`src/design/lir_pkg.sv`:
```
// ----------------------------------------------------------------------------
// lir_pkg
// Shared widths, register indexes, microcode format and control program
// for the linear interpolation resampler.
// ----------------------------------------------------------------------------
package lir_pkg;

    // Data widths
    localparam int SAMPLE_WIDTH = 16;
    localparam int DIFF_W       = SAMPLE_WIDTH + 1;
    localparam int RATE_W       = 17;
    localparam int PHASE_W      = RATE_W + 1;
    localparam int PROD_W       = DIFF_W + RATE_W;
    localparam int DIV_CNT_W    = $clog2(DIFF_W);
    localparam int MAX_RUN      = 12;
    localparam int RUN_CNT_W    = $clog2(MAX_RUN + 1);

    // Rate limits and reset values
    localparam logic [RATE_W-1:0] RATE_MIN   = RATE_W'(8000);
    localparam logic [RATE_W-1:0] RATE_MAX   = RATE_W'(96000);
    localparam logic [RATE_W-1:0] RATE_RESET = RATE_W'(48000);

    // Configuration register indexes
    localparam int CFG_ADDR_W = 1;
    localparam logic [CFG_ADDR_W-1:0] REG_IN_RATE  = 1'b0;
    localparam logic [CFG_ADDR_W-1:0] REG_OUT_RATE = 1'b1;

    // Datapath operations
    localparam logic [3:0] OP_NOP        = 4'd0;
    localparam logic [3:0] OP_LOAD       = 4'd1;
    localparam logic [3:0] OP_START      = 4'd2;
    localparam logic [3:0] OP_DIFF       = 4'd3;
    localparam logic [3:0] OP_MUL        = 4'd4;
    localparam logic [3:0] OP_DIVINIT    = 4'd5;
    localparam logic [3:0] OP_DIVSTEP    = 4'd6;
    localparam logic [3:0] OP_EMIT       = 4'd7;
    localparam logic [3:0] OP_EMIT_EMPTY = 4'd8;
    localparam logic [3:0] OP_EMIT_PASS  = 4'd9;
    localparam logic [3:0] OP_FIN        = 4'd10;

    // Jump conditions
    localparam logic [2:0] JC_NEVER     = 3'd0;
    localparam logic [2:0] JC_ALWAYS    = 3'd1;
    localparam logic [2:0] JC_IN_IDLE   = 3'd2;
    localparam logic [2:0] JC_RATES_EQ  = 3'd3;
    localparam logic [2:0] JC_LOOP_DONE = 3'd4;
    localparam logic [2:0] JC_DIV_MORE  = 3'd5;
    localparam logic [2:0] JC_OUT_FULL  = 3'd6;
    localparam logic [2:0] JC_RUN_SEEN  = 3'd7;

    // Program step addresses
    localparam int PC_W = 4;
    localparam logic [PC_W-1:0] ST_WAIT      = 4'd0;
    localparam logic [PC_W-1:0] ST_CHECK     = 4'd1;
    localparam logic [PC_W-1:0] ST_START     = 4'd2;
    localparam logic [PC_W-1:0] ST_TEST      = 4'd3;
    localparam logic [PC_W-1:0] ST_MUL       = 4'd4;
    localparam logic [PC_W-1:0] ST_DIVINIT   = 4'd5;
    localparam logic [PC_W-1:0] ST_DIVSTEP   = 4'd6;
    localparam logic [PC_W-1:0] ST_EMIT      = 4'd7;
    localparam logic [PC_W-1:0] ST_LOOP      = 4'd8;
    localparam logic [PC_W-1:0] ST_FIN       = 4'd9;
    localparam logic [PC_W-1:0] ST_EMPTY     = 4'd10;
    localparam logic [PC_W-1:0] ST_EMPTY_RET = 4'd11;
    localparam logic [PC_W-1:0] ST_PASS      = 4'd12;
    localparam logic [PC_W-1:0] ST_PASS_RET  = 4'd13;

    typedef struct packed {
        logic [3:0]      op;
        logic [2:0]      cond;
        logic [PC_W-1:0] target;
    } ctrl_word_t;

    typedef struct packed {
        logic in_valid;
        logic rates_eq;
        logic loop_done;
        logic div_more;
        logic out_full;
        logic run_seen;
    } dp_status_t;

    // Control store: one word per program step
    function automatic ctrl_word_t ucode_rom(input logic [PC_W-1:0] pc);
        ctrl_word_t w;
        w = '{op: OP_NOP, cond: JC_ALWAYS, target: ST_WAIT};
        unique case (pc)
            ST_WAIT:      w = '{op: OP_LOAD,       cond: JC_IN_IDLE,   target: ST_WAIT};
            ST_CHECK:     w = '{op: OP_NOP,        cond: JC_RATES_EQ,  target: ST_PASS};
            ST_START:     w = '{op: OP_START,      cond: JC_NEVER,     target: ST_WAIT};
            ST_TEST:      w = '{op: OP_DIFF,       cond: JC_LOOP_DONE, target: ST_FIN};
            ST_MUL:       w = '{op: OP_MUL,        cond: JC_NEVER,     target: ST_WAIT};
            ST_DIVINIT:   w = '{op: OP_DIVINIT,    cond: JC_NEVER,     target: ST_WAIT};
            ST_DIVSTEP:   w = '{op: OP_DIVSTEP,    cond: JC_DIV_MORE,  target: ST_DIVSTEP};
            ST_EMIT:      w = '{op: OP_EMIT,       cond: JC_OUT_FULL,  target: ST_EMIT};
            ST_LOOP:      w = '{op: OP_NOP,        cond: JC_ALWAYS,    target: ST_TEST};
            ST_FIN:       w = '{op: OP_FIN,        cond: JC_RUN_SEEN,  target: ST_WAIT};
            ST_EMPTY:     w = '{op: OP_EMIT_EMPTY, cond: JC_OUT_FULL,  target: ST_EMPTY};
            ST_EMPTY_RET: w = '{op: OP_NOP,        cond: JC_ALWAYS,    target: ST_WAIT};
            ST_PASS:      w = '{op: OP_EMIT_PASS,  cond: JC_OUT_FULL,  target: ST_PASS};
            ST_PASS_RET:  w = '{op: OP_NOP,        cond: JC_ALWAYS,    target: ST_WAIT};
            default:      w = '{op: OP_NOP,        cond: JC_ALWAYS,    target: ST_WAIT};
        endcase
        return w;
    endfunction

    // Limit a rate to the supported range
    function automatic logic [RATE_W-1:0] clamp_rate(input logic [RATE_W-1:0] r);
        logic [RATE_W-1:0] c;
        c = r;
        priority if (r < RATE_MIN)
            c = RATE_MIN;
        else if (r > RATE_MAX)
            c = RATE_MAX;
        else
            c = r;
        return c;
    endfunction

endpackage

```
`src/design/lir_sequencer.sv`:
```
// ----------------------------------------------------------------------------
// lir_sequencer
// Step counter over the control store; picks the next step from the
// jump condition of the current word and the datapath status.
// ----------------------------------------------------------------------------
module lir_sequencer
    import lir_pkg::*;
(
    input  logic       clk,
    input  logic       rst_n,
    input  dp_status_t status,
    output ctrl_word_t ctrl
);

    logic [PC_W-1:0] pc_reg;
    logic [PC_W-1:0] pc_next;
    logic            take_jump;

    // Fetch the current control word
    assign ctrl = ucode_rom(pc_reg);

    // Evaluate the jump condition
    always_comb
    begin
        take_jump = 1'b0;
        unique case (ctrl.cond)
            JC_NEVER:     take_jump = 1'b0;
            JC_ALWAYS:    take_jump = 1'b1;
            JC_IN_IDLE:   take_jump = !status.in_valid;
            JC_RATES_EQ:  take_jump = status.rates_eq;
            JC_LOOP_DONE: take_jump = status.loop_done;
            JC_DIV_MORE:  take_jump = status.div_more;
            JC_OUT_FULL:  take_jump = status.out_full;
            JC_RUN_SEEN:  take_jump = status.run_seen;
        endcase
        pc_next = take_jump ? ctrl.target : pc_reg + PC_W'(1);
    end

    // Advance the step counter
    always_ff @(posedge clk or negedge rst_n)
    begin
        if (!rst_n)
            pc_reg <= ST_WAIT;
        else
            pc_reg <= pc_next;
    end

endmodule

```
`src/design/lir_datapath.sv`:
```
// ----------------------------------------------------------------------------
// lir_datapath
// Sample and phase state, one 17x17 multiplier, a restoring divider that
// retires one quotient bit a step, and the output register.
// ----------------------------------------------------------------------------
module lir_datapath
    import lir_pkg::*;
(
    input  logic                    clk,
    input  logic                    rst_n,
    input  ctrl_word_t              ctrl,
    output dp_status_t              status,
    input  logic [RATE_W-1:0]       in_rate,
    input  logic [RATE_W-1:0]       out_rate,
    input  logic                    in_valid,
    input  logic [SAMPLE_WIDTH-1:0] in_sample,
    input  logic                    in_frame_start,
    input  logic                    in_keep_previous,
    output logic                    out_valid,
    input  logic                    out_ready,
    output logic [SAMPLE_WIDTH-1:0] out_sample,
    output logic                    run_last,
    output logic                    run_empty
);

    // Per-item and loop state
    logic [SAMPLE_WIDTH-1:0] cur_reg, cur_next;
    logic                    start_reg, start_next;
    logic                    keep_reg, keep_next;
    logic [RATE_W-1:0]       ir_reg, ir_next;
    logic [RATE_W-1:0]       or_reg, or_next;
    logic [SAMPLE_WIDTH-1:0] prev_reg, prev_next;
    logic [PHASE_W-1:0]      phase_reg, phase_next;
    logic [DIFF_W-1:0]       dmag_reg, dmag_next;
    logic                    dneg_reg, dneg_next;
    logic [PROD_W-1:0]       prod_reg, prod_next;
    logic [RATE_W-1:0]       rem_reg, rem_next;
    logic [DIFF_W-1:0]       quo_reg, quo_next;
    logic [DIV_CNT_W-1:0]    dcnt_reg, dcnt_next;
    logic [RUN_CNT_W-1:0]    n_reg, n_next;

    // Output register
    logic                    ovalid_reg, ovalid_next;
    logic [SAMPLE_WIDTH-1:0] osample_reg, osample_next;
    logic                    olast_reg, olast_next;
    logic                    oempty_reg, oempty_next;

    // Helpers
    logic                    out_full;
    logic                    emit_ok;
    logic [DIFF_W-1:0]       diff;
    logic [RATE_W:0]         div_shift;
    logic                    div_ge;
    logic [DIFF_W-1:0]       q_signed;
    logic [DIFF_W-1:0]       interp;
    logic [PHASE_W-1:0]      phase_adv;

    assign out_full = ovalid_reg && !out_ready;
    assign emit_ok  = !out_full;

    assign diff      = {cur_reg[SAMPLE_WIDTH-1], cur_reg} - {prev_reg[SAMPLE_WIDTH-1], prev_reg};
    assign div_shift = {rem_reg, quo_reg[DIFF_W-1]};
    assign div_ge    = div_shift >= {1'b0, or_reg};
    assign q_signed  = dneg_reg ? -quo_reg : quo_reg;
    assign interp    = {prev_reg[SAMPLE_WIDTH-1], prev_reg} + q_signed;
    assign phase_adv = PHASE_W'({1'b0, phase_reg} + {{(PHASE_W - RATE_W + 1){1'b0}}, ir_reg});

    // Status back to the sequencer
    assign status.in_valid  = in_valid;
    assign status.rates_eq  = ir_reg == or_reg;
    assign status.loop_done = (phase_reg >= {1'b0, or_reg})
                              || (n_reg == RUN_CNT_W'(MAX_RUN));
    assign status.div_more  = dcnt_reg != DIV_CNT_W'(DIFF_W - 1);
    assign status.out_full  = out_full;
    assign status.run_seen  = n_reg != '0;

    // Execute the current control word
    always_comb
    begin
        cur_next     = cur_reg;
        start_next   = start_reg;
        keep_next    = keep_reg;
        ir_next      = ir_reg;
        or_next      = or_reg;
        prev_next    = prev_reg;
        phase_next   = phase_reg;
        dmag_next    = dmag_reg;
        dneg_next    = dneg_reg;
        prod_next    = prod_reg;
        rem_next     = rem_reg;
        quo_next     = quo_reg;
        dcnt_next    = dcnt_reg;
        n_next       = n_reg;
        osample_next = osample_reg;
        olast_next   = olast_reg;
        oempty_next  = oempty_reg;
        ovalid_next  = ovalid_reg && !out_ready;

        unique case (ctrl.op)
            OP_LOAD:
            begin
                // latch the transaction and the limited rates
                if (in_valid)
                begin
                    cur_next   = in_sample;
                    start_next = in_frame_start;
                    keep_next  = in_keep_previous;
                    ir_next    = clamp_rate(in_rate);
                    or_next    = clamp_rate(out_rate);
                end
            end
            OP_START:
            begin
                if (start_reg)
                begin
                    phase_next = '0;
                    if (!keep_reg)
                        prev_next = cur_reg;
                end
                n_next = '0;
            end
            OP_DIFF:
            begin
                dneg_next = diff[DIFF_W-1];
                dmag_next = diff[DIFF_W-1] ? -diff : diff;
            end
            OP_MUL:
            begin
                // phase is below out_rate here, so its low bits suffice
                prod_next = PROD_W'(dmag_reg) * PROD_W'(phase_reg[RATE_W-1:0]);
            end
            OP_DIVINIT:
            begin
                // high part is already below the divisor
                rem_next  = prod_reg[PROD_W-1:DIFF_W];
                quo_next  = prod_reg[DIFF_W-1:0];
                dcnt_next = '0;
            end
            OP_DIVSTEP:
            begin
                rem_next  = div_ge ? RATE_W'(div_shift - {1'b0, or_reg})
                                   : div_shift[RATE_W-1:0];
                quo_next  = {quo_reg[DIFF_W-2:0], div_ge};
                dcnt_next = dcnt_reg + DIV_CNT_W'(1);
            end
            OP_EMIT:
            begin
                // hold until the output slot frees, then advance phase
                if (emit_ok)
                begin
                    ovalid_next  = 1'b1;
                    osample_next = interp[SAMPLE_WIDTH-1:0];
                    olast_next   = (phase_adv >= {1'b0, or_reg})
                                   || (n_reg == RUN_CNT_W'(MAX_RUN - 1));
                    oempty_next  = 1'b0;
                    phase_next   = phase_adv;
                    n_next       = n_reg + RUN_CNT_W'(1);
                end
            end
            OP_EMIT_EMPTY:
            begin
                if (emit_ok)
                begin
                    ovalid_next  = 1'b1;
                    osample_next = '0;
                    olast_next   = 1'b0;
                    oempty_next  = 1'b1;
                end
            end
            OP_EMIT_PASS:
            begin
                if (emit_ok)
                begin
                    ovalid_next  = 1'b1;
                    osample_next = cur_reg;
                    olast_next   = 1'b1;
                    oempty_next  = 1'b0;
                end
            end
            OP_FIN:
            begin
                // move to the next input interval
                if (phase_reg >= {1'b0, or_reg})
                    phase_next = phase_reg - {1'b0, or_reg};
                else
                    phase_next = '0;
                prev_next = cur_reg;
            end
            default:
            begin
            end
        endcase
    end

    // Control and state registers
    always_ff @(posedge clk or negedge rst_n)
    begin
        if (!rst_n)
        begin
            prev_reg   <= '0;
            phase_reg  <= '0;
            n_reg      <= '0;
            ovalid_reg <= 1'b0;
        end
        else
        begin
            prev_reg   <= prev_next;
            phase_reg  <= phase_next;
            n_reg      <= n_next;
            ovalid_reg <= ovalid_next;
        end
    end

    // Payload registers
    always_ff @(posedge clk)
    begin
        cur_reg     <= cur_next;
        start_reg   <= start_next;
        keep_reg    <= keep_next;
        ir_reg      <= ir_next;
        or_reg      <= or_next;
        dmag_reg    <= dmag_next;
        dneg_reg    <= dneg_next;
        prod_reg    <= prod_next;
        rem_reg     <= rem_next;
        quo_reg     <= quo_next;
        dcnt_reg    <= dcnt_next;
        osample_reg <= osample_next;
        olast_reg   <= olast_next;
        oempty_reg  <= oempty_next;
    end

    assign out_valid  = ovalid_reg;
    assign out_sample = osample_reg;
    assign run_last   = olast_reg;
    assign run_empty  = oempty_reg;

endmodule

```
`src/design/linear_interp_resampler_core.sv`:
```
// ----------------------------------------------------------------------------
// linear_interp_resampler_core
// Linear interpolation sample-rate converter, microcoded control.
// ----------------------------------------------------------------------------
// Each accepted sample yields one or more output transactions; the last one
// of a run carries tlast, and a sample that yields no output gives a single
// transaction with tuser set. A sample yields at most twelve outputs. For
// every output the divider retires one of 17 quotient bits per cycle, and
// an emit stalls while the output side holds tready low with a result
// waiting. A new sample is accepted only while the sequencer waits at its
// first step; a finished output may still wait in the output register then.
// Rates must be written on the configuration port only while the block is
// idle; the block itself does not enforce this.
module linear_interp_resampler_core
    import lir_pkg::*;
(
    input  logic                    clk,
    input  logic                    rst_n,
    // configuration
    input  logic                    cfg_we,
    input  logic [CFG_ADDR_W-1:0]   cfg_addr,
    input  logic [RATE_W-1:0]       cfg_wdata,
    // input stream
    input  logic                    s_axis_tvalid,
    output logic                    s_axis_tready,
    input  logic [SAMPLE_WIDTH-1:0] s_axis_tdata,   // [15:0] sample
    input  logic [1:0]              s_axis_tuser,   // [0] frame_start, [1] keep_previous
    // output stream
    output logic                    m_axis_tvalid,
    input  logic                    m_axis_tready,
    output logic [SAMPLE_WIDTH-1:0] m_axis_tdata,   // [15:0] out_sample
    output logic                    m_axis_tlast,   // run_last
    output logic                    m_axis_tuser    // [0] run_empty
);

    logic [RATE_W-1:0] in_rate_reg, in_rate_next;
    logic [RATE_W-1:0] out_rate_reg, out_rate_next;
    ctrl_word_t        ctrl;
    dp_status_t        status;

    // Decode configuration writes
    always_comb
    begin
        in_rate_next  = in_rate_reg;
        out_rate_next = out_rate_reg;
        if (cfg_we)
        begin
            unique case (cfg_addr)
                REG_IN_RATE:  in_rate_next  = cfg_wdata;
                REG_OUT_RATE: out_rate_next = cfg_wdata;
            endcase
        end
    end

    always_ff @(posedge clk or negedge rst_n)
    begin
        if (!rst_n)
        begin
            in_rate_reg  <= RATE_RESET;
            out_rate_reg <= RATE_RESET;
        end
        else
        begin
            in_rate_reg  <= in_rate_next;
            out_rate_reg <= out_rate_next;
        end
    end

    // Accept a transaction only at the load step
    assign s_axis_tready = ctrl.op == OP_LOAD;

    lir_sequencer u_seq (
        .clk    (clk),
        .rst_n  (rst_n),
        .status (status),
        .ctrl   (ctrl)
    );

    lir_datapath u_dp (
        .clk              (clk),
        .rst_n            (rst_n),
        .ctrl             (ctrl),
        .status           (status),
        .in_rate          (in_rate_reg),
        .out_rate         (out_rate_reg),
        .in_valid         (s_axis_tvalid),
        .in_sample        (s_axis_tdata),
        .in_frame_start   (s_axis_tuser[0]),
        .in_keep_previous (s_axis_tuser[1]),
        .out_valid        (m_axis_tvalid),
        .out_ready        (m_axis_tready),
        .out_sample       (m_axis_tdata),
        .run_last         (m_axis_tlast),
        .run_empty        (m_axis_tuser)
    );

endmodule
```
`config.mk`:
```
export PLATFORM = sky130hd
export DESIGN_NAME = linear_interp_resampler_core
export DESIGN_NICKNAME = d
export VERILOG_FILES = /design/src/design/lir_pkg.sv /design/src/design/lir_sequencer.sv /design/src/design/lir_datapath.sv /design/src/design/linear_interp_resampler_core.sv
export SDC_FILE = /design/constraint.sdc
export NUM_CORES = 1
export LEC_CHECK = 0
export BUFFER_PORTS_ARGS = -buffer_cell sky130_fd_sc_hd__buf_2
export CAP_MARGIN = 10
export CELL_PAD_IN_SITES_DETAIL_PLACEMENT = 1
export CELL_PAD_IN_SITES_GLOBAL_PLACEMENT = 1
export CORE_ASPECT_RATIO = 1.1
export CORE_MARGIN = 2
export CORE_UTILIZATION = 30
export DETAILED_ROUTE_END_ITERATION = 10
export HOLD_SLACK_MARGIN = 0.08
export PLACE_DENSITY = 0.52
export SLEW_MARGIN = 20
export SYNTH_ARGS = -nofsm -noshare
export SYNTH_HDL_FRONTEND = slang
export SYNTH_SLANG_ARGS = --single-unit
```
`constraint.sdc`:
```
create_clock -name clk -period 16.2 [get_ports clk]
set_clock_uncertainty 0.15 [all_clocks]
set_input_delay 2.43 -clock clk [delete_from_list [all_inputs] [get_ports clk]]
set_output_delay 2.43 -clock clk [all_outputs]
set_load 0.05 [all_outputs]
```
# [Yosys cells after proc, flatten, opt, wreduce, memory -nomap -nowiden]
# Memories as Yosys holds them, arrays and structs flattened.
# Index checks and enable logic that the tools add are counted.
[classes] addsub=10 n_mul=1 magnitude_cmp=7 n_eq_ne=27 mux=29 bitwise_logic=1 reduce_logical=25
[op_table] cell="$mux 16" n=7
[op_table] cell="$pmux 17 s2" n=2
[op_table] cell="$ge 18x17->1" n=3
[op_table] cell="$mux 18" n=3
[op_table] cell="$pmux 18 s3" n=1
[op_table] cell="$mux 17" n=3
[op_table] cell="$pmux 16 s3" n=1
[op_table] cell="$gt 17x17->1 const B" n=2
[op_table] cell="$lt 17x13->1 const B" n=2
[op_table] cell="$mul 17x17->34" n=1
[op_table] cell="$pmux 16 s2" n=1
[op_table] cell="$eq 4x4->1 const B" n=5
[op_table] cell="$add 18x17->18" n=1
[op_table] cell="$sub 18x17->18" n=1
[op_table] cell="$eq 17x17->1" n=1
[op_table] cell="$neg 17->17" n=1
[op_table] cell="$sub 16x16->17" n=1
[op_table] cell="$sub 17x17->17" n=1
[op_table] cell="$add 16x16->16" n=1
[op_table] cell="$eq 4x3->1 const B" n=4
[op_table] cell="$neg 16->16" n=1
[op_table] cell="$eq 3x3->1 const B" n=4
[op_table] cell="$ne 2x2->1 const B" n=5
[op_table] cell="$pmux 5 s2" n=1
[op_table] cell="other kinds (27)" n=47
[totals] regBits=238 mem_bits_ro=176 output_inout_bits=20 mem_count=1
[mem_list] name="(no name shown)" words=16 word_bits=11 read_ports=1 rd_ports_with_merged_regs=0 wr=0 line_no="lir_pkg.sv:87" text="unique case (pc)"

# [Depth between registers and ports, before layout]
[logic_depth] word_depth=5 mapped_depth=24

# [Cells and area by module]
# From an unflattened synthesis, not the netlist that was laid out.
[unflattened] hier_cells=2534 area_unflattened_um2=24553.5
[by_module_without_submodules] mod="lir_datapath" instances=1 cells_each=2392 area_each_um2=22555.4 seq_area_each_um2=5810.6
[by_module_without_submodules] mod="linear_interp_resampler_core" instances=1 cells_each=74 area_each_um2=1352.5 seq_area_each_um2=868.3
[by_module_without_submodules] mod="lir_sequencer" instances=1 cells_each=68 area_each_um2=645.6 seq_area_each_um2=100.1

# [Least setup slack after synthesis]
# No wires, ideal clock.
[synth_timing] kind="reg-to-reg" start="register u_dp.phase_reg[8]" end="register u_dp.prod_reg[33] (data pin)" t_arrival_ps=5921 required_time_ps=15792 path_slack_ps=9871 path_stages_with_launch=25 path_buffers=2 cell_sequence="dfrtp_1 -> clkbuf_1 -> clkbuf_1 -> nand2_1 -> fa_1 -> inv_1 -> fa_1 -> inv_1 -> fa_1 -> inv_1 -> fa_1 -> fa_1 -> inv_1 -> fa_1 -> inv_1 -> ha_1 -> nand3_1 -> nor2_1 -> o311ai_0 -> a31oi_1 -> a211oi_1 -> o21ai_0 -> a22oi_1 -> a31o_2 -> xnor2_1"
[synth_between] elab_chain_cells=1
[synth_rtl] item="start, declared" line_no="lir_datapath.sv:33" text="logic [PHASE_W-1:0] phase_reg, phase_next;"
[synth_rtl] item="start signal, assigned" line_no="lir_datapath.sv:208" text="phase_reg <= phase_next;"
[synth_rtl] item="$mul 17x17->34" line_no="lir_datapath.sv:130" text="prod_next = PROD_W'(dmag_reg) * PROD_W'(phase_reg[RATE_W-1:0]);"
[synth_rtl] item="end signal, assigned" line_no="lir_datapath.sv:224" text="prod_reg <= prod_next;"
[synth_rtl] item="end, declared" line_no="lir_datapath.sv:36" text="logic [PROD_W-1:0] prod_reg, prod_next;"
# Every way passes these cells.
# A chain may end at the register's enable or synchronous reset.

# [Worst setup path after layout]
[layout_timing] start="register u_dp.phase_reg[3]" end="register u_dp.prod_reg[33] (data pin)"
# The elaborated chain is that of the path after synthesis.

==> impl_metrics.json <==
{
  "hpwl_um": 56300,
  "crit_path_cell_trace": "nand2_1, fa_1, fa_1, fa_1, inv_1, fa_1, fa_1, inv_1, fa_1, inv_1, ha_1, nand3_1, nor2_1, o311ai_0, a31oi_1, a211oi_1, o21ai_0, a22oi_1, a31o_2, xnor2_1",
  "insertion_delay_ns": 0.61,
  "avgSynthCellArea_um2": 9.64,
  "viasPerCell": 4.92,
  "maxSlewHeadroom_pct": 33.6,
  "timing.fmax_mhz": 132,
  "ys_warn_count": 0,
  "largest_reg_flops": 34,
  "ctsResizeCount": 0,
  "port_buffers": 60,
  "crit_required_ns": 16.41,
  "setup_viol": 0,
  "hold_buffers": 0,
  "fp-row-count": 108,
  "drtIter0Drc": 771,
  "ios": 61,
  "fin_nets": 3015,
  "post-route-util_pct": 33.6,
  "track_usage_pct": 17.8,
  "period_minus_slack_ns": 7.56,
  "wl_met2_um": 34000,
  "synth.top_cells.by_area": "edfxtp_1 20%, fa_1 19%, ha_1 11%",
  "highest_layer": "met4",
  "synth_seq_cells": 238,
  "worstSetupStartpointType": "register",
  "synth_cells": 2488,
  "slowest_stage": "dfrtp_1",
  "crit_type": "reg -> reg",
  "cts_made_buffers": 31,
  "drv_slew": 0,
  "tns_ns": 0,
  "die_area_mm2": 0.0822,
  "fp.dieW_um": 274,
  "syn2layout_area_growth_pct": 10.8,
  "tightestPinTransition_ns": 0.997,
  "fin_ws_ns": 8.64,
  "yosysTopAreaCell": "edfxtp_1",
  "grt_pass1_wl_um": 114000,
  "synth_cell_type_count": 81,
  "h-tree-depth": 1,
  "wl_met1_um": 34200,
  "vias": 17700,
  "worstHoldPathType": "reg -> reg",
  "ant_nets": 0,
  "async_flop_share_pct": 32.4,
  "path_common_cell": "fa_1",
  "cp_slowest_stage_delay_ns": 0.90,
  "clk_pin_slew_ns": 0.06,
  "cap_viol_max_count": 0,
  "pre_cts_ws_ns": 8.52,
  "cts.sinks": 238,
  "grt_max_degree": 54,
  "antenna_found_initial": 2,
  "final_common_cell": "inv_1",
  "drt-wirelength-per-cell_um": 20.0,
  "wl_met3_um": 2310,
  "core_mm2": 0.0791,
  "rsz0062_at_grt": "false",
  "post-route-period-util_pct": 46.7,
  "wirelength_um": 72000,
  "hold_violations": 0,
  "final_cell_mix": "368 x inv_1, 313 x nand2_1, 229 x fa_1",
  "fill_cells": 8999,
  "synth_edf_count": 161,
  "drt_first_pass_iters": 5,
  "worstSetupEndpointType": "register",
  "cts_buffer_depth": 3,
  "ys_seq_area_share_pct": 28.3,
  "post_cts_buffers": 0,
  "crit_arrival_ns": 7.77,
  "start_util_pct": 30.3,
  "grt_pass1_vias": 19600,
  "cp_max_fo": 20,
  "dieHeight_um": 301,
  "syn_area_mm2": 0.0240,
  "grt_overflow": 0,
  "outcome": "completed",
  "yosysTopAreaCellShare_pct": 20.2,
  "place.gp.congestion": 0.869,
  "cts-root-buf": "clkbuf_16",
  "syn_nets": 2977,
  "drc": 0,
  "synth_ff_type": "edfxtp_1",
  "drive_gt1_share_pct": 8.86,
  "cts_tree": "built"
}
-- layout make-up --
class                   count  area (µm²)  area share (%)
repair buffers             89         520            1.96
clock inverters            22         244           0.918
inverters                 370        1390            5.23
well taps                1045        1310            4.92
diodes                      2        5.00          0.0188
clock buffers              36         795            2.99
multi-input cells        1796       15500            58.4
flip-flops and latches    238        6780            25.5
-- worst paths after layout --
check	from	endpoint	slack, ns	cells past startpoint
max in group asynchronous	rst_n	u_dp.prev_reg[2]	13.19	2
min in group asynchronous	rst_n	out_rate_reg[16]	1.62	1
worst min register to register	in_rate_reg[16]	u_dp.ir_reg[16]	0.37	0
worst max-delay path	u_dp.phase_reg[3]	u_dp.prod_reg[33]	8.64	20
worst max register to register	u_dp.phase_reg[3]	u_dp.prod_reg[33]	8.64	20
worst min-delay path	in_rate_reg[16]	u_dp.ir_reg[16]	0.37	0
-- per-layer routing --
metal | vias to the layer above | track usage [%]
li1 | 8366 | -
met1 | 9038 | 24.8
met2 | 223 | 29.9
met3 | 80 | 1.69
met4 | 0 | 4.07
met5 | - | 0
-- worst max-delay path: cells and delay by family (launching register included) --
kind / cells / cell delay [ns]
fa+ha+maj: 7 / 3.53
buf+inv: 3 / 0.15
flops: 1 / 0.90
xor+xnor: 1 / 0.12
simple gates: 3 / 0.41
compound gates: 6 / 2.06
-- cells in the mapped netlist (4+ instances only) --
library cell	count
a31o_2	8
a32o_1	4
xor2_1	48
nand3_1	21
nor2b_1	23
o21ai_1	4
a31oi_1	16
o21bai_1	8
a21o_1	45
nand2b_1	25
nand2_1	314
o21ai_0	100
ha_1	219
and3_1	24
fa_1	229
inv_1	368
o211ai_1	10
a221oi_1	10
a22oi_1	8
nor3_1	32
a211o_1	5
o31ai_1	10
a22o_1	18
nor2_1	100
and2_1	133
clkbuf_1	77
nor4_1	13
dfrtp_1	63
edfxtp_1	161
or3_1	13
a21oi_1	99
a21boi_0	5
o21a_1	16
nand4_1	15
xnor2_1	90
mux2i_1	19
mux2_2	39
dfstp_2	14
a211oi_1	13
-- kinds of logic (layout without fill, tap and decap cells) --
| group | after synthesis | after routing | share of synthesized area (%) |
|---|---|---|---|
| simple gates | 735 | 735 | 14.8 |
| buf+inv | 454 | 517 | 7.20 |
| fa+ha+maj | 450 | 450 | 30.6 |
| compound gates | 415 | 415 | 11.4 |
| flops | 238 | 238 | 28.3 |
| xor+xnor | 138 | 138 | 5.04 |
| mux | 58 | 58 | 2.62 |
| other cells | 0 | 2 | 0 |
-- per-stage QoR --
| stage | hold WS [ns] | area (µm²) | std cells |
|---|---|---|---|
| 4_1_cts | 0.372 | 26600 | 3596 |
| 3_5_place_dp | 0.356 | 25500 | 3538 |
| 6_report | 0.368 | 26600 | 3598 |
| 5_1_grt | 0.391 | 26600 | 3596 |
| 2_1_floorplan | 0.329 | 24000 | 2488 |
| 3_3_place_gp | 0.350 | 25500 | 3538 |
Power is left out: the tool's default activity adds up to more than one toggle a clock period on the data nets, which glitch-free logic cannot reach.
